**src/hw/rtl/aalu_pkg.sv**
```systemverilog
// Shared types, op codes and flag positions for the AVR-style ALU block.
package aalu_pkg;

	// Register file geometry: even and odd registers sit in separate banks
	localparam int unsigned NUM_REGS   = 32;
	localparam int unsigned REG_IDX_W  = $clog2(NUM_REGS);
	localparam int unsigned BANK_DEPTH = NUM_REGS / 2;
	localparam int unsigned BANK_AW    = $clog2(BANK_DEPTH);

	// Status register bit positions
	localparam int unsigned FLAG_C = 0;
	localparam int unsigned FLAG_Z = 1;
	localparam int unsigned FLAG_N = 2;
	localparam int unsigned FLAG_V = 3;
	localparam int unsigned FLAG_S = 4;
	localparam int unsigned FLAG_T = 6;

	// Operation codes
	localparam logic [4:0] OP_ADD  = 5'd0;
	localparam logic [4:0] OP_ADC  = 5'd1;
	localparam logic [4:0] OP_SUB  = 5'd2;
	localparam logic [4:0] OP_SBC  = 5'd3;
	localparam logic [4:0] OP_AND  = 5'd4;
	localparam logic [4:0] OP_OR   = 5'd5;
	localparam logic [4:0] OP_EOR  = 5'd6;
	localparam logic [4:0] OP_CP   = 5'd7;
	localparam logic [4:0] OP_CPC  = 5'd8;
	localparam logic [4:0] OP_COM  = 5'd9;
	localparam logic [4:0] OP_NEG  = 5'd10;
	localparam logic [4:0] OP_INC  = 5'd11;
	localparam logic [4:0] OP_DEC  = 5'd12;
	localparam logic [4:0] OP_LSR  = 5'd13;
	localparam logic [4:0] OP_ASR  = 5'd14;
	localparam logic [4:0] OP_ROR  = 5'd15;
	localparam logic [4:0] OP_LSL  = 5'd16;
	localparam logic [4:0] OP_ROL  = 5'd17;
	localparam logic [4:0] OP_SWAP = 5'd18;
	localparam logic [4:0] OP_MOV  = 5'd19;
	localparam logic [4:0] OP_MOVW = 5'd20;
	localparam logic [4:0] OP_LDI  = 5'd21;
	localparam logic [4:0] OP_ADIW = 5'd22;
	localparam logic [4:0] OP_SBIW = 5'd23;
	localparam logic [4:0] OP_BSET = 5'd24;
	localparam logic [4:0] OP_BCLR = 5'd25;
	localparam logic [4:0] OP_BLD  = 5'd26;
	localparam logic [4:0] OP_BST  = 5'd27;
	localparam logic [4:0] OP_TST  = 5'd28;

	typedef struct packed {
		logic [4:0] op;
		logic [4:0] dest_index;
		logic [4:0] src_index;
		logic       use_immediate;
		logic [7:0] immediate;
		logic [2:0] bit_index;
	} cmd_t;

	typedef struct packed {
		logic [7:0] result;
		logic [7:0] result_high;
		logic [7:0] status;
	} rsp_t;

	typedef struct packed {
		logic               en;
		logic [BANK_AW-1:0] addr;
		logic [7:0]         data;
	} bank_wr_t;

	typedef struct packed {
		rsp_t     rsp;
		bank_wr_t even_wr;
		bank_wr_t odd_wr;
	} exec_t;

endpackage

```
**src/hw/rtl/aalu_if.sv**
```systemverilog
// Valid/ready channel interfaces for the ALU instruction and result items.
interface aalu_cmd_if;
	logic       valid;
	logic       ready;
	logic [4:0] op;
	logic [4:0] dest_index;
	logic [4:0] src_index;
	logic       use_immediate;
	logic [7:0] immediate;
	logic [2:0] bit_index;

	modport source (
		output valid, op, dest_index, src_index, use_immediate, immediate, bit_index,
		input  ready
	);
	modport sink (
		input  valid, op, dest_index, src_index, use_immediate, immediate, bit_index,
		output ready
	);
endinterface

interface aalu_rsp_if;
	logic       valid;
	logic       ready;
	logic [7:0] result;
	logic [7:0] result_high;
	logic [7:0] status;

	modport source (
		output valid, result, result_high, status,
		input  ready
	);
	modport sink (
		input  valid, result, result_high, status,
		output ready
	);
endinterface

```
**src/hw/rtl/aalu_bank.sv**
```systemverilog
// One register file bank: two registered read ports, one write port, write-first.
module aalu_bank (
	input  logic                              clk,
	input  logic                              arst_n,
	input  logic                              rd_en,
	input  logic [aalu_pkg::BANK_AW-1:0]      rd_addr_a,
	input  logic [aalu_pkg::BANK_AW-1:0]      rd_addr_b,
	input  aalu_pkg::bank_wr_t                wr,
	output logic [7:0]                        rd_data_a,
	output logic [7:0]                        rd_data_b
);

	logic [7:0]                        mem_q [aalu_pkg::BANK_DEPTH];
	logic [aalu_pkg::BANK_DEPTH-1:0]   valid_q;
	logic [7:0]                        rd_a_q;
	logic [7:0]                        rd_b_q;

	// Write the array
	always_ff @(posedge clk) begin
		if (wr.en) begin
			mem_q[wr.addr] <= wr.data;
		end
	end

	// Track written entries; unwritten entries read as zero
	always_ff @(posedge clk or negedge arst_n) begin
		if (!arst_n) begin
			valid_q <= '0;
		end else if (wr.en) begin
			valid_q[wr.addr] <= 1'b1;
		end
	end

	// Read both ports, forward a same-edge write
	always_ff @(posedge clk) begin
		if (rd_en) begin
			if (wr.en && wr.addr == rd_addr_a) begin
				rd_a_q <= wr.data;
			end else if (valid_q[rd_addr_a]) begin
				rd_a_q <= mem_q[rd_addr_a];
			end else begin
				rd_a_q <= 8'h00;
			end
			if (wr.en && wr.addr == rd_addr_b) begin
				rd_b_q <= wr.data;
			end else if (valid_q[rd_addr_b]) begin
				rd_b_q <= mem_q[rd_addr_b];
			end else begin
				rd_b_q <= 8'h00;
			end
		end
	end

	assign rd_data_a = rd_a_q;
	assign rd_data_b = rd_b_q;

endmodule

```
**src/hw/rtl/aalu_exec.sv**
```systemverilog
// Execute stage: operand select, ALU, status update and write-back plan.
module aalu_exec (
	input  aalu_pkg::cmd_t  item,
	input  logic [7:0]      even_a,
	input  logic [7:0]      even_b,
	input  logic [7:0]      odd_a,
	input  logic [7:0]      odd_b,
	input  logic [7:0]      sreg,
	output aalu_pkg::exec_t exec
);

	logic [7:0]  a;
	logic [7:0]  src_reg;
	logic [7:0]  src;
	logic        cin;
	logic        add_cin;
	logic        sub_cin;
	logic [7:0]  add_r;
	logic [7:0]  sub_r;
	logic        add_c;
	logic        add_v;
	logic        sub_c;
	logic        sub_v;
	logic [15:0] word_in;
	logic [15:0] word_k;
	logic [15:0] word_r;
	logic [7:0]  bld_mask;
	logic [7:0]  r;
	logic [7:0]  res;
	logic [7:0]  hi;
	logic [7:0]  sreg_n;
	logic        wr_d;
	logic        wr_word;
	logic [aalu_pkg::BANK_AW-1:0] d_row;

	// Set Z, N, V and S from an 8-bit value and a given V
	function automatic logic [7:0] put_znsv(input logic [7:0] s, input logic [7:0] val,
			input logic v);
		logic [7:0] n;
		n = s;
		n[aalu_pkg::FLAG_Z] = (val == 8'h00);
		n[aalu_pkg::FLAG_N] = val[7];
		n[aalu_pkg::FLAG_V] = v;
		n[aalu_pkg::FLAG_S] = val[7] ^ v;
		return n;
	endfunction

	// Select operands from the bank read data
	assign d_row   = item.dest_index[aalu_pkg::REG_IDX_W-1:1];
	assign a       = item.dest_index[0] ? odd_a : even_a;
	assign src_reg = item.src_index[0] ? odd_b : even_b;
	assign src     = item.use_immediate ? item.immediate : src_reg;
	assign cin     = sreg[aalu_pkg::FLAG_C];
	assign add_cin = cin & (item.op == aalu_pkg::OP_ADC);
	assign sub_cin = cin & (item.op == aalu_pkg::OP_SBC || item.op == aalu_pkg::OP_CPC);

	// Byte adder and subtractor with their carry and overflow
	assign add_r = a + src + {7'd0, add_cin};
	assign sub_r = a - src - {7'd0, sub_cin};
	assign add_c = (a[7] & src[7]) | (src[7] & ~add_r[7]) | (~add_r[7] & a[7]);
	assign add_v = (a[7] & src[7] & ~add_r[7]) | (~a[7] & ~src[7] & add_r[7]);
	assign sub_c = (~a[7] & src[7]) | (src[7] & sub_r[7]) | (sub_r[7] & ~a[7]);
	assign sub_v = (a[7] & ~src[7] & ~sub_r[7]) | (~a[7] & src[7] & sub_r[7]);

	// Word adder and subtractor for the register pair
	assign word_in = {odd_a, even_a};
	assign word_k  = {10'd0, item.immediate[5:0]};
	assign word_r  = (item.op == aalu_pkg::OP_ADIW) ? word_in + word_k : word_in - word_k;

	assign bld_mask = 8'h01 << item.bit_index;

	// Decode the operation
	always_comb begin
		r       = 8'h00;
		res     = a;
		hi      = 8'h00;
		sreg_n  = sreg;
		wr_d    = 1'b0;
		wr_word = 1'b0;
		unique case (item.op)
			aalu_pkg::OP_ADD, aalu_pkg::OP_ADC: begin
				r      = add_r;
				sreg_n = put_znsv(sreg, add_r, add_v);
				sreg_n[aalu_pkg::FLAG_C] = add_c;
				wr_d   = 1'b1;
			end
			aalu_pkg::OP_SUB, aalu_pkg::OP_SBC, aalu_pkg::OP_CP, aalu_pkg::OP_CPC: begin
				r      = sub_r;
				sreg_n = put_znsv(sreg, sub_r, sub_v);
				sreg_n[aalu_pkg::FLAG_C] = sub_c;
				if (item.op == aalu_pkg::OP_SBC || item.op == aalu_pkg::OP_CPC) begin
					sreg_n[aalu_pkg::FLAG_Z] = (sub_r == 8'h00) & sreg[aalu_pkg::FLAG_Z];
				end
				if (item.op == aalu_pkg::OP_SUB || item.op == aalu_pkg::OP_SBC) begin
					wr_d = 1'b1;
				end else begin
					res = sub_r;
				end
			end
			aalu_pkg::OP_AND: begin
				r      = a & src;
				sreg_n = put_znsv(sreg, a & src, 1'b0);
				wr_d   = 1'b1;
			end
			aalu_pkg::OP_OR: begin
				r      = a | src;
				sreg_n = put_znsv(sreg, a | src, 1'b0);
				wr_d   = 1'b1;
			end
			aalu_pkg::OP_EOR: begin
				r      = a ^ src;
				sreg_n = put_znsv(sreg, a ^ src, 1'b0);
				wr_d   = 1'b1;
			end
			aalu_pkg::OP_COM: begin
				r      = ~a;
				sreg_n = put_znsv(sreg, ~a, 1'b0);
				sreg_n[aalu_pkg::FLAG_C] = 1'b1;
				wr_d   = 1'b1;
			end
			aalu_pkg::OP_NEG: begin
				r      = 8'h00 - a;
				sreg_n = put_znsv(sreg, 8'h00 - a, (8'h00 - a) == 8'h80);
				sreg_n[aalu_pkg::FLAG_C] = (a != 8'h00);
				wr_d   = 1'b1;
			end
			aalu_pkg::OP_INC: begin
				r      = a + 8'h01;
				sreg_n = put_znsv(sreg, a + 8'h01, a == 8'h7F);
				wr_d   = 1'b1;
			end
			aalu_pkg::OP_DEC: begin
				r      = a - 8'h01;
				sreg_n = put_znsv(sreg, a - 8'h01, a == 8'h80);
				wr_d   = 1'b1;
			end
			aalu_pkg::OP_LSR: begin
				r      = {1'b0, a[7:1]};
				sreg_n = put_znsv(sreg, {1'b0, a[7:1]}, a[0]);
				sreg_n[aalu_pkg::FLAG_C] = a[0];
				wr_d   = 1'b1;
			end
			aalu_pkg::OP_ASR: begin
				r      = {a[7], a[7:1]};
				sreg_n = put_znsv(sreg, {a[7], a[7:1]}, a[7] ^ a[0]);
				sreg_n[aalu_pkg::FLAG_C] = a[0];
				wr_d   = 1'b1;
			end
			aalu_pkg::OP_ROR: begin
				r      = {cin, a[7:1]};
				sreg_n = put_znsv(sreg, {cin, a[7:1]}, cin ^ a[0]);
				sreg_n[aalu_pkg::FLAG_C] = a[0];
				wr_d   = 1'b1;
			end
			aalu_pkg::OP_LSL: begin
				r      = {a[6:0], 1'b0};
				sreg_n = put_znsv(sreg, {a[6:0], 1'b0}, a[6] ^ a[7]);
				sreg_n[aalu_pkg::FLAG_C] = a[7];
				wr_d   = 1'b1;
			end
			aalu_pkg::OP_ROL: begin
				r      = {a[6:0], cin};
				sreg_n = put_znsv(sreg, {a[6:0], cin}, a[6] ^ a[7]);
				sreg_n[aalu_pkg::FLAG_C] = a[7];
				wr_d   = 1'b1;
			end
			aalu_pkg::OP_SWAP: begin
				r    = {a[3:0], a[7:4]};
				wr_d = 1'b1;
			end
			aalu_pkg::OP_MOV: begin
				r    = src_reg;
				wr_d = 1'b1;
			end
			aalu_pkg::OP_LDI: begin
				r    = item.immediate;
				wr_d = 1'b1;
			end
			aalu_pkg::OP_MOVW: begin
				res     = even_b;
				hi      = odd_b;
				wr_word = 1'b1;
			end
			aalu_pkg::OP_ADIW, aalu_pkg::OP_SBIW: begin
				res     = word_r[7:0];
				hi      = word_r[15:8];
				wr_word = 1'b1;
				if (item.op == aalu_pkg::OP_ADIW) begin
					sreg_n[aalu_pkg::FLAG_C] = ~word_r[15] & odd_a[7];
					sreg_n[aalu_pkg::FLAG_V] = ~odd_a[7] & word_r[15];
				end else begin
					sreg_n[aalu_pkg::FLAG_C] = word_r[15] & ~odd_a[7];
					sreg_n[aalu_pkg::FLAG_V] = odd_a[7] & ~word_r[15];
				end
				sreg_n[aalu_pkg::FLAG_Z] = (word_r == 16'h0000);
				sreg_n[aalu_pkg::FLAG_N] = word_r[15];
				sreg_n[aalu_pkg::FLAG_S] = word_r[15] ^ sreg_n[aalu_pkg::FLAG_V];
			end
			aalu_pkg::OP_BSET: begin
				sreg_n[item.bit_index] = 1'b1;
			end
			aalu_pkg::OP_BCLR: begin
				sreg_n[item.bit_index] = 1'b0;
			end
			aalu_pkg::OP_BLD: begin
				r    = sreg[aalu_pkg::FLAG_T] ? (a | bld_mask) : (a & ~bld_mask);
				wr_d = 1'b1;
			end
			aalu_pkg::OP_BST: begin
				sreg_n[aalu_pkg::FLAG_T] = a[item.bit_index];
			end
			aalu_pkg::OP_TST: begin
				sreg_n = put_znsv(sreg, a, 1'b0);
			end
			default: begin
				sreg_n = sreg;
			end
		endcase
		if (wr_d) begin
			res = r;
		end
	end

	// Plan the bank writes
	always_comb begin
		exec.rsp.result      = res;
		exec.rsp.result_high = hi;
		exec.rsp.status      = sreg_n;
		exec.even_wr.en      = (wr_d & ~item.dest_index[0]) | wr_word;
		exec.even_wr.addr    = d_row;
		exec.even_wr.data    = wr_word ? res : r;
		exec.odd_wr.en       = (wr_d & item.dest_index[0]) | wr_word;
		exec.odd_wr.addr     = d_row;
		exec.odd_wr.data     = wr_word ? hi : r;
	end

endmodule

```
**src/hw/rtl/aalu_outq.sv**
```systemverilog
// Two-entry result queue that decouples write-back from the receiver.
module aalu_outq (
	input  logic               clk,
	input  logic               arst_n,
	input  logic               push,
	input  aalu_pkg::rsp_t     push_item,
	output logic               full,
	aalu_rsp_if.source         rsp
);

	aalu_pkg::rsp_t slot_q [2];
	logic [1:0]     count_q;
	logic           wr_ptr_q;
	logic           rd_ptr_q;
	logic           pop;

	assign pop  = rsp.valid & rsp.ready;
	assign full = (count_q == 2'd2);

	// Store pushed items
	always_ff @(posedge clk) begin
		if (push) begin
			slot_q[wr_ptr_q] <= push_item;
		end
	end

	// Advance pointers and occupancy
	always_ff @(posedge clk or negedge arst_n) begin
		if (!arst_n) begin
			count_q  <= 2'd0;
			wr_ptr_q <= 1'b0;
			rd_ptr_q <= 1'b0;
		end else begin
			if (push) begin
				wr_ptr_q <= ~wr_ptr_q;
			end
			if (pop) begin
				rd_ptr_q <= ~rd_ptr_q;
			end
			if (push && !pop) begin
				count_q <= count_q + 2'd1;
			end else if (pop && !push) begin
				count_q <= count_q - 2'd1;
			end
		end
	end

	// Present the oldest item
	assign rsp.valid       = (count_q != 2'd0);
	assign rsp.result      = slot_q[rd_ptr_q].result;
	assign rsp.result_high = slot_q[rd_ptr_q].result_high;
	assign rsp.status      = slot_q[rd_ptr_q].status;

`ifndef ASSERT_OFF
	a_no_overflow: assert property (@(posedge clk) disable iff (!arst_n)
		push |-> !full)
		else $error("result queue pushed while full");
	a_count_range: assert property (@(posedge clk) disable iff (!arst_n)
		count_q != 2'd3)
		else $error("result queue count out of range");
`endif

endmodule

```
**src/hw/rtl/avr_alu_with_status_flags_core.sv**
```systemverilog
// AVR-style 8-bit ALU with banked register file and status register.
//
// Usage:
//   cmd carries one decoded instruction per item (op, dest_index, src_index,
//   use_immediate, immediate, bit_index); rsp returns one item per
//   instruction with the destination value, the pair high byte and SREG.
//   Both channels move an item when valid and ready are high at a clock edge.
// Timing and throughput:
//   An item accepted at an edge reads the register banks at that edge, is
//   executed from the registered data and written back when it commits, and
//   shows on rsp right after it. One item per cycle is sustained while the
//   result queue is not full, dependent instructions included; write-first
//   forwarding on each bank read port lets the banks sustain that rate.
// Reset:
//   arst_n clears SREG and the per-entry valid bits of the register banks,
//   so every register reads as zero until written; no clearing pass is run.
// Receiver stall:
//   A two-entry result queue absorbs results; when it is full the executing
//   item holds and cmd.ready drops until the receiver takes a result.
module avr_alu_with_status_flags_core (
	input  logic        clk,
	input  logic        arst_n,
	aalu_cmd_if.sink    cmd,
	aalu_rsp_if.source  rsp
);

	logic               fire;
	logic               commit;
	logic               q_full;
	logic               s1_valid_q;
	aalu_pkg::cmd_t     item_s1;
	logic [7:0]         sreg_q;
	logic [7:0]         even_a;
	logic [7:0]         even_b;
	logic [7:0]         odd_a;
	logic [7:0]         odd_b;
	aalu_pkg::exec_t    exec;
	aalu_pkg::bank_wr_t even_wr;
	aalu_pkg::bank_wr_t odd_wr;

	// Handshake: take a new item whenever the execute stage frees up
	assign commit    = s1_valid_q & ~q_full;
	assign cmd.ready = ~s1_valid_q | commit;
	assign fire      = cmd.valid & cmd.ready;

	// Execute stage control
	always_ff @(posedge clk or negedge arst_n) begin
		if (!arst_n) begin
			s1_valid_q <= 1'b0;
		end else if (cmd.ready) begin
			s1_valid_q <= cmd.valid;
		end
	end

	// Execute stage payload
	always_ff @(posedge clk) begin
		if (fire) begin
			item_s1.op            <= cmd.op;
			item_s1.dest_index    <= cmd.dest_index;
			item_s1.src_index     <= cmd.src_index;
			item_s1.use_immediate <= cmd.use_immediate;
			item_s1.immediate     <= cmd.immediate;
			item_s1.bit_index     <= cmd.bit_index;
		end
	end

	// Status register
	always_ff @(posedge clk or negedge arst_n) begin
		if (!arst_n) begin
			sreg_q <= 8'h00;
		end else if (commit) begin
			sreg_q <= exec.rsp.status;
		end
	end

	// Gate write-back with commit
	always_comb begin
		even_wr    = exec.even_wr;
		even_wr.en = exec.even_wr.en & commit;
		odd_wr     = exec.odd_wr;
		odd_wr.en  = exec.odd_wr.en & commit;
	end

	aalu_bank u_even_bank (
		.clk       (clk),
		.arst_n    (arst_n),
		.rd_en     (fire),
		.rd_addr_a (cmd.dest_index[aalu_pkg::REG_IDX_W-1:1]),
		.rd_addr_b (cmd.src_index[aalu_pkg::REG_IDX_W-1:1]),
		.wr        (even_wr),
		.rd_data_a (even_a),
		.rd_data_b (even_b)
	);

	aalu_bank u_odd_bank (
		.clk       (clk),
		.arst_n    (arst_n),
		.rd_en     (fire),
		.rd_addr_a (cmd.dest_index[aalu_pkg::REG_IDX_W-1:1]),
		.rd_addr_b (cmd.src_index[aalu_pkg::REG_IDX_W-1:1]),
		.wr        (odd_wr),
		.rd_data_a (odd_a),
		.rd_data_b (odd_b)
	);

	aalu_exec u_exec (
		.item   (item_s1),
		.even_a (even_a),
		.even_b (even_b),
		.odd_a  (odd_a),
		.odd_b  (odd_b),
		.sreg   (sreg_q),
		.exec   (exec)
	);

	aalu_outq u_outq (
		.clk       (clk),
		.arst_n    (arst_n),
		.push      (commit),
		.push_item (exec.rsp),
		.full      (q_full),
		.rsp       (rsp)
	);

`ifndef ASSERT_OFF
	a_s1_hold: assert property (@(posedge clk) disable iff (!arst_n)
		s1_valid_q && !commit |=> s1_valid_q)
		else $error("stalled instruction dropped from execute stage");
	a_commit_shows: assert property (@(posedge clk) disable iff (!arst_n)
		commit |=> rsp.valid)
		else $error("committed instruction produced no result");
	a_word_pair: assert property (@(posedge clk) disable iff (!arst_n)
		commit && (item_s1.op == aalu_pkg::OP_MOVW || item_s1.op == aalu_pkg::OP_ADIW ||
			item_s1.op == aalu_pkg::OP_SBIW) |-> even_wr.en && odd_wr.en &&
			even_wr.addr == odd_wr.addr)
		else $error("word operation did not write both halves of the pair");
`endif

endmodule

```
**src/flat_wrapper.sv**
```systemverilog
// flat-port wrapper written by rule: the top's interface ports become plain ports
module avr_alu_with_status_flags_core_flat 
  (clk, arst_n, cmd_valid, cmd_op, cmd_dest_index, cmd_src_index, cmd_use_immediate, cmd_immediate, cmd_bit_index, cmd_ready, rsp_valid, rsp_result, rsp_result_high, rsp_status, rsp_ready);
  aalu_cmd_if cmd_i ();
  aalu_rsp_if rsp_i ();
  input  logic clk;
  input  logic arst_n;
  input wire logic [$bits(cmd_i.valid)-1:0] cmd_valid;
  input wire logic [$bits(cmd_i.op)-1:0] cmd_op;
  input wire logic [$bits(cmd_i.dest_index)-1:0] cmd_dest_index;
  input wire logic [$bits(cmd_i.src_index)-1:0] cmd_src_index;
  input wire logic [$bits(cmd_i.use_immediate)-1:0] cmd_use_immediate;
  input wire logic [$bits(cmd_i.immediate)-1:0] cmd_immediate;
  input wire logic [$bits(cmd_i.bit_index)-1:0] cmd_bit_index;
  output wire logic [$bits(cmd_i.ready)-1:0] cmd_ready;
  output wire logic [$bits(rsp_i.valid)-1:0] rsp_valid;
  output wire logic [$bits(rsp_i.result)-1:0] rsp_result;
  output wire logic [$bits(rsp_i.result_high)-1:0] rsp_result_high;
  output wire logic [$bits(rsp_i.status)-1:0] rsp_status;
  input wire logic [$bits(rsp_i.ready)-1:0] rsp_ready;
  assign cmd_i.valid = cmd_valid;
  assign cmd_i.op = cmd_op;
  assign cmd_i.dest_index = cmd_dest_index;
  assign cmd_i.src_index = cmd_src_index;
  assign cmd_i.use_immediate = cmd_use_immediate;
  assign cmd_i.immediate = cmd_immediate;
  assign cmd_i.bit_index = cmd_bit_index;
  assign cmd_ready = cmd_i.ready;
  assign rsp_valid = rsp_i.valid;
  assign rsp_result = rsp_i.result;
  assign rsp_result_high = rsp_i.result_high;
  assign rsp_status = rsp_i.status;
  assign rsp_i.ready = rsp_ready;
  avr_alu_with_status_flags_core u_core (.clk(clk), .arst_n(arst_n), .cmd(cmd_i), .rsp(rsp_i));
endmodule
```
**config.mk**
```make
export PLATFORM = sky130hd
export DESIGN_NAME = avr_alu_with_status_flags_core_flat
export DESIGN_NICKNAME = d
export VERILOG_FILES = /design/src/hw/rtl/aalu_pkg.sv /design/src/hw/rtl/aalu_if.sv /design/src/hw/rtl/aalu_bank.sv /design/src/hw/rtl/aalu_exec.sv /design/src/hw/rtl/aalu_outq.sv /design/src/hw/rtl/avr_alu_with_status_flags_core.sv /design/src/flat_wrapper.sv
export SDC_FILE = /design/constraint.sdc
export NUM_CORES = 1
export LEC_CHECK = 0
export BUFFER_PORTS_ARGS = -buffer_cell sky130_fd_sc_hd__buf_2
export CORE_UTILIZATION = 57
export DETAILED_ROUTE_END_ITERATION = 8
export PLACE_DENSITY = 0.79
export SYNTH_ARGS = -nofsm -noshare
export SYNTH_HDL_FRONTEND = slang
export SYNTH_HIERARCHICAL = 1
export SYNTH_SLANG_ARGS = --single-unit
```
**constraint.sdc**
```tcl
create_clock -name clk -period 4.56 [get_ports clk]
set_clock_uncertainty 0.05 [all_clocks]
set_input_delay 0.684 -clock clk [delete_from_list [all_inputs] [get_ports clk]]
set_output_delay 0.684 -clock clk [all_outputs]
set_load 0.005 [all_outputs]
```
==> results of run 1 <==
==> worst register-to-register path, stage by stage, from the launching register on <==
cell and delay (ps):
edfxtp_1 450, buf_8 210, nand2_1 150, nor3_1 60, buf_4 190, buf_4 190, a31oi_1 390, ha_1 370
o21ai_1 260, nand3b_1 250, nor2_1 80, a2111oi_1 430, buf_4 190, xnor2_1 90, a22o_1 260, or2_1 350
nand3_1 130, o31ai_1 90
==> stage by stage <==
stage	power (mW)	utilization [%]	setup TNS, ps	cell area, um^2
floorplan	9.04	-	0	23300
global placement	11.1	61.7	0	24800
detailed placement	11.2	61.7	0	24800
CTS	14.6	65.1	0	26100
global route	15.3	65.3	-81.1	26200
finish	14.7	65.3	0	26200
==> power breakdown <==
part	switching (mW)	internal, mW	total, mW	leakage, nW
clock network	1.45	1.92	3.37	0.662
registers	0.400	5.14	5.54	3.87
logic	3.45	2.38	5.83	4.91
total	5.30	9.44	14.7	9.44
==> layout by cell type (no fill, tap or decap), drive strengths merged, types with 41 or more instances in the layout <==
| master | instances |
|---|---|
| mux4 | 146 |
| o21ai | 42 |
| nand2 | 56 |
| mux2 | 58 |
| a22o | 75 |
| clkbuf | 58 |
| dfrtp | 45 |
| edfxtp | 359 |
| a21oi | 41 |
| buf | 206 |
| or2 | 42 |
| nor2 | 134 |
| ha | 56 |
| nand3 | 57 |
==> area by class of cell <==
| type | instances | area [um^2] |
|---|---|---|
| Fill cell | 2812 | 13900 |
| Sequential cell | 404 | 11900 |
| Multi-Input combinational cell | 1143 | 10700 |
| Timing Repair Buffer | 206 | 1450 |
| Clock buffer | 58 | 1200 |
| Tap cell | 525 | 657 |
| Inverter | 39 | 148 |
| Clock inverter | 19 | 145 |
==> metal layers <==
layer | wire, um | up-vias | global-route usage (%)
met2 | 32700 | 1239 | 54.0
met5 | 12 | - | 0
li1 | - | 7042 | -
met3 | 7940 | 251 | 6.11
met1 | 26100 | 8423 | 46.3
met4 | 3880 | 2 | 17.3
==> registers in the layout, indices dropped and copies added, names as in the netlist <==
signal,cells
u_core/u_odd_bank/rd_data_b,8
u_core/sreg_q,8
u_core/u_even_bank/mem_q,128
u_core/item_s1,23
u_core/u_outq/rd_ptr_q,1
u_core/u_outq/count_q,2
u_core/u_even_bank/valid_q,16
u_core/u_even_bank/rd_data_b,8
u_core/u_outq/wr_ptr_q,1
u_core/u_odd_bank/mem_q,128
u_core/u_outq/slot_q,48
u_core/s1_valid_q,1
u_core/u_odd_bank/rd_data_a,8
u_core/u_even_bank/rd_data_a,8
u_core/u_odd_bank/valid_q,16
==> worst max-delay path by stage <==
stage / slack, ps / from / to / cells after the start
floorplan: 180 / u_core/item_s1[25]$_DFFE_PP_ / u_core/u_odd_bank/rd_data_a[6]$_DFFE_PP_ / 15
global placement: 140 / u_core/item_s1[26]$_DFFE_PP_ / u_core/sreg_q[3]$_DFFE_PN0P_ / 18
detailed placement: 10 / u_core/item_s1[23]$_DFFE_PP_ / u_core/sreg_q[3]$_DFFE_PN0P_ / 18
CTS: 100 / u_core/item_s1[23]$_DFFE_PP_ / u_core/sreg_q[3]$_DFFE_PN0P_ / 18
global route: -60 / u_core/item_s1[12]$_DFFE_PP_ / u_core/sreg_q[3]$_DFFE_PN0P_ / 19
finish: 100 / u_core/item_s1[23]$_DFFE_PP_ / u_core/u_odd_bank/rd_data_a[3]$_DFFE_PP_ / 17
==> repair_timing <==
| item | CTS | global route |
|---|---|---|
| gates resized for setup | 1 | 16 |
| buffers inserted | 0 | 2 |
| endpoints found under the setup margin | 18 | 90 |
| gates cloned | 0 | 0 |
| endpoints found under the hold margin | 0 | 0 |
| pin swaps | 0 | 5 |
==> qor.log, run 1 <==
[worst_setup_path] terminus of the critical flop-to-flop path u_core/u_odd_bank/rd_data_a[3]$_DFFE_PP_
[clock_tree] maximum buffer depth of the clock tree 3
[detailed_routing] Routed Antenna Nets 0
[sta] number of max-slew violations in the final report 0
[synthesis] number of warnings issued by yosys 6
[die] boundary pin count 57
[worst_setup_path] maximum fanout along the worst path 29
[global_route] total congestion overflow 0
[sta] smallest hold slack 164 ps
[worst_setup_path] number of cells on the worst reg-to-reg path 17
[detailed_routing] number of vias after detailed routing 16957
[detailed_routing] wire per inst 29.5 um
[placement] Routability Congestion 1.06
[placement] placed insts 2315
[synthesis] synthesized cell area 0.0233 mm^2
[die] initial standard-cell utilization of the core 58.2%
[global_route] number of global-route vias before repair 16779
[pwr] power density over cell area 563 mW/mm^2
[detailed_routing] TritonRoute pass-1 iters 8
[clock_tree] hold-fix buffer count after cts 0
[pwr] worst vdd ir 345 uV
[sta] actual transition at the worst max-transition pin 1160 ps
[die] core area 0.0401 mm^2
[worst_setup_path] class of the most critical setup path flop to flop
[global_route] first-pass GRT wire length 105 mm
[worst_setup_path] CP Data Arrival Time 4720 ps
[worst_setup_path] slowest stage cell, crit path edfxtp_1
[placement] pre-CTS WS 14.6 ps
[detailed_routing] vias per std cell 7.08
[clock_tree] Inserted Clock Buffers 43
[clock_tree] clock latency on the worst-skew pair 580 ps
[cells_and_area] share of final-layout standard cells stronger than drive strength 1 29.9%
[global_route] initial antenna violation count 1
[worst_setup_path] number of buffer and inverter stages on the critical path 4
[global_route] total routing resource utilization after global routing 34.4%
[cells_and_area] final cell count without fillers 2394
[die] floorplan die area 0.0418 mm^2
[clock_tree] post-CTS clock slew at the launch and capture registers of the worst setup and hold paths 70 ps
[synthesis] cells after synthesis 1697
[worst_setup_path] CP endpoint kind flop
[cells_and_area] growth of design area from synthesis to finish 12.2%
[worst_setup_path] cell occurring most often along the worst timing path buf_4
[clock_tree] Sinks on Clock Net 404
[global_route] maximum number of pins on one net before global-route repair 69
[sta] final setup margin 98.5 ps
[sta] final hold violation count 0
[job] MaxCap Viol Count 0
[worst_setup_path] CP max stage delay 450 ps
[sta] Max transition margin 22.7%
[detailed_routing] starting DRC count in detailed routing 2209
[cells_and_area] Final nets 1930
[cells_and_area] Ant. Diodes 0
[sta] upper clock frequency limit 0.224 GHz
[synthesis] Syn Nets 1790
[worst_hold_path] classification of the worst-slack hold path input pin to async pin
[sta] Final Cycle Share 97.8%
[clock_tree] TritonCTS clock tree done
[worst_setup_path] r2r setup slk 100 ps
[die] width of the die 204 um
[placement] estimated wirelength of the detail-placed design 50.2 mm
[worst_setup_path] cell chain of the critical path buf_8, nand2_1, nor3_1, buf_4, buf_4, a31oi_1, ha_1, o21ai_1, nand3b_1, nor2_1, a2111oi_1, buf_4, xnor2_1, a22o_1, or2_1, nand3_1, o31ai_1
[detailed_routing] count of unresolved DRC violations after routing 0
[worst_setup_path] critical path data required time 4820 ps
[die] Cell Rows 73
[pwr] static power due to leakage 9.44 nW
[sta] RSZ-0062 raised after global routing true
[clock_tree] Root Buffer Master clkbuf_16
[worst_setup_path] origin of the critical flop-to-flop path u_core/item_s1[23]$_DFFE_PP_
[clock_tree] level count of the clock H-tree 2
[placement] quantity of I/O buffers inserted on ports 56
[synthesis] synthesized area per cell 13.8 um^2
[sta] Setup-failing EPs final 0
[outcome] status completed
[sta] shortest period the worst path allows 4460 ps
[detailed_routing] aggregate routed wire length 70.7 mm
[worst_setup_path] family of cells with the greatest summed delay on the critical path compound AO/OA/AOI/OAI gates
[worst_setup_path] critical path startpoint category flop
[die] vertical extent of the die 204 um
Power figures use the tool's default switching activity.
==> run 2, diff against run 1 <==
Settings changed: PLACE_DENSITY 0.79 to 0.77.
==> run 2 against run 1 <==
The flow now finishes with violations (setup timing); worst setup slack worse by 150 ps; largest power group unchanged; first-iteration DRC count down 3.5%; wire length increased by 6.7%; cell count barely moved; combinational power grew 3%; sequential share of layout area is 0.33 points lower; critical endpoint is now u_core/sreg_q[3]$_DFFE_PN0P_; global-route usage grew 2.3 points; sequential power rose by 0.7%; fmax shrank 3.2%.
==> qor.log, run 2 (synthesis gave the netlist of run 1 again) <==
[outcome] status finished with violations
[outcome] violations in the final reports setup timing
[cells_and_area] commonest non-fill, non-tap cell in the layout edfxtp_1
[die] initial standard-cell utilization of the core 58.2%
[sta] upper clock frequency limit 0.217 GHz
[worst_setup_path] origin of the critical flop-to-flop path u_core/item_s1[12]$_DFFE_PP_
[cells_and_area] growth of design area from synthesis to finish 13.0%
[cells_and_area] Final nets 1931
[global_route] total routing resource utilization after global routing 36.7%
[detailed_routing] starting DRC count in detailed routing 2132
[cells_and_area] utilization after layout 65.8%
[clock_tree] TritonCTS clock tree done
[worst_setup_path] number of cells on the worst reg-to-reg path 19
[clock_tree] Root Buffer Master clkbuf_16
[pwr] static power due to leakage 9.50 nW
[clock_tree] Inserted Clock Buffers 42
[cells_and_area] biggest regs u_core/u_even_bank/mem_q: 128 flops, u_core/u_odd_bank/mem_q: 128 flops, u_core/u_outq/slot_q: 48 flops
[clock_tree] level count of the clock H-tree 2
[sta] number of max-slew violations in the final report 0
[clock_tree] post-CTS clock slew at the launch and capture registers of the worst setup and hold paths 70 ps
[die] vertical extent of the die 204 um
[die] boundary pin count 57
[detailed_routing] Routed Antenna Nets 0
[worst_hold_path] Worst Hold End u_core/item_s1[9]$_DFFE_PP_
[worst_setup_path] cell occurring most often along the worst timing path o21a_1
[pwr] worst vdd ir 409 uV
[job] MaxCap Viol Count 0
[sta] Max transition margin 22.0%
[clock_tree] clock latency on the worst-skew pair 600 ps
[detailed_routing] TritonRoute pass-1 iters 6
[pwr] power density over cell area 571 mW/mm^2
[placement] Post-Place Cell Area 0.0247 mm^2
[worst_setup_path] class of the most critical setup path flop to flop
[cells_and_area] commonest cells after routing, fill and taps aside edfxtp_1, mux4_2, buf_4
[sta] final hold violation count 0
[worst_hold_path] start point of the worst hold path cmd_immediate[6]
[die] Cell Rows 73
[placement] Routability Congestion 0.992
[worst_setup_path] CP Data Arrival Time 5040 ps
[placement] quantity of I/O buffers inserted on ports 56
[sta] RSZ-0062 raised after global routing true
[clock_tree] Sinks on Clock Net 404
[worst_setup_path] cell chain of the critical path mux2_4, nor2_2, a21o_1, ha_1, nor2b_4, o21a_1, o21a_1, o31a_1, o21a_1, nor2_2, fa_2, mux2i_1, o22ai_1, a211o_1, a21oi_2, o2111ai_2, a221oi_2, a21oi_2, mux2_4
[cells_and_area] final design area excluding fillers 0.0264 mm^2
[sta] shortest period the worst path allows 4610 ps
[global_route] maximum number of pins on one net before global-route repair 52
[die] core area 0.0401 mm^2
[worst_setup_path] family of cells with the greatest summed delay on the critical path compound AO/OA/AOI/OAI gates
[cells_and_area] Ant. Diodes 0
[detailed_routing] count of unresolved DRC violations after routing 0
[pwr] total power 15.1 mW
[worst_setup_path] r2r setup slk -50 ps
[die] floorplan die area 0.0418 mm^2
[worst_setup_path] CP max stage delay 540 ps
[worst_setup_path] number of buffer and inverter stages on the critical path 0
[worst_setup_path] terminus of the critical flop-to-flop path u_core/sreg_q[3]$_DFFE_PN0P_
[global_route] first-pass GRT wire length 110 mm
[placement] estimated wirelength of the detail-placed design 53.7 mm
[worst_hold_path] classification of the worst-slack hold path input pin to flop
[global_route] number of global-route vias before repair 16769
[sta] Final Cycle Share 101%
[sta] smallest hold slack 206 ps
[detailed_routing] wire per inst 31.5 um
[worst_setup_path] critical path startpoint category flop
[global_route] initial antenna violation count 1
[detailed_routing] vias per std cell 7.04
[clock_tree] maximum buffer depth of the clock tree 3
[detailed_routing] number of vias after detailed routing 16862
[detailed_routing] aggregate routed wire length 75.4 mm
[worst_setup_path] CP endpoint kind flop
[cells_and_area] share of final-layout standard cells stronger than drive strength 1 31.1%
[worst_hold_path] Min-Delay Path Depth 1
[worst_setup_path] critical path data required time 4990 ps
[global_route] total congestion overflow 0
[sta] actual transition at the worst max-transition pin 1170 ps
[worst_setup_path] slowest stage cell, crit path fa_2
[sta] final setup margin -49.9 ps
[sta] Setup-failing EPs final 1
[worst_setup_path] maximum fanout along the worst path 4
[die] width of the die 204 um
## run 2: cell count changes in the layout (fill, tap and decap cells not counted), sizes merged
cell,delta
dlygate4sd3,+1
clkinv,-2
inv,+2
bufinv,+3
clkdlybuf4s15,+1
clkinvlp,+3
clkbuf,-7
## run 2: cell type report
cell class,count,area (um^2)
tap,525,657
clock inverter,25,268
inverter,39,148
timing repair buffer,208,1500
sequential,404,11900
fill,2893,13700
clock buffer,51,1130
multi-input combinational,1143,10800
## run 2: metal layers
| metal | track usage, % | up-vias | part of all wire [%] |
|---|---|---|---|
| met5 | 0 | - | 0 |
| met4 | 14.6 | 0 | 4.2 |
| met3 | 6.92 | 203 | 10 |
| met2 | 59.2 | 1140 | 48 |
| met1 | 49.4 | 8473 | 38 |
| li1 | - | 7046 | - |
## run 2: repair_timing
action	4_1_cts	5_1_grt
pin swaps	0	11
buffers inserted	0	8
hold buffers	1	0
setup endpoints to repair	37	126
endpoints found under the hold margin	9	0
cloned	0	1
gates resized for setup	3	37
## run 2: worst max path at each step
stage,startpoint,end,slack (ps),depth (start not counted)
after detailed placement,u_core/item_s1[12]$_DFFE_PP_,u_core/sreg_q[1]$_DFFE_PN0P_,-30,18
after global routing,u_core/item_s1[12]$_DFFE_PP_,u_core/sreg_q[3]$_DFFE_PN0P_,-280,19
final,u_core/item_s1[12]$_DFFE_PP_,u_core/sreg_q[3]$_DFFE_PN0P_,-50,19
after CTS,u_core/item_s1[26]$_DFFE_PP_,u_core/u_odd_bank/mem_q[2][7]$_DFFE_PP_,4,17
after floorplan,u_core/item_s1[25]$_DFFE_PP_,u_core/u_odd_bank/rd_data_a[6]$_DFFE_PP_,180,15
after global placement,u_core/item_s1[12]$_DFFE_PP_,u_core/sreg_q[1]$_DFFE_PN0P_,60,18
## run 2: metrics by stage
| step | setup slack (ps) | cells | TNS, ps |
|---|---|---|---|
| final | -49.9 | 2395 | -49.9 |
| after global routing | -282 | 2395 | -1370 |
| after CTS | 4.41 | 2386 | 0 |
| after detailed placement | -31.1 | 2309 | -31.1 |
| after global placement | 64.2 | 2309 | 0 |
| after floorplan | 181 | 1697 | 0 |
## run 2: report_power, final
| part | switching (mW) | total (mW) | internal, mW |
|---|---|---|---|
| registers | 0.441 | 5.58 | 5.14 |
| logic | 3.57 | 6.02 | 2.45 |
| clock network | 1.47 | 3.48 | 2.01 |
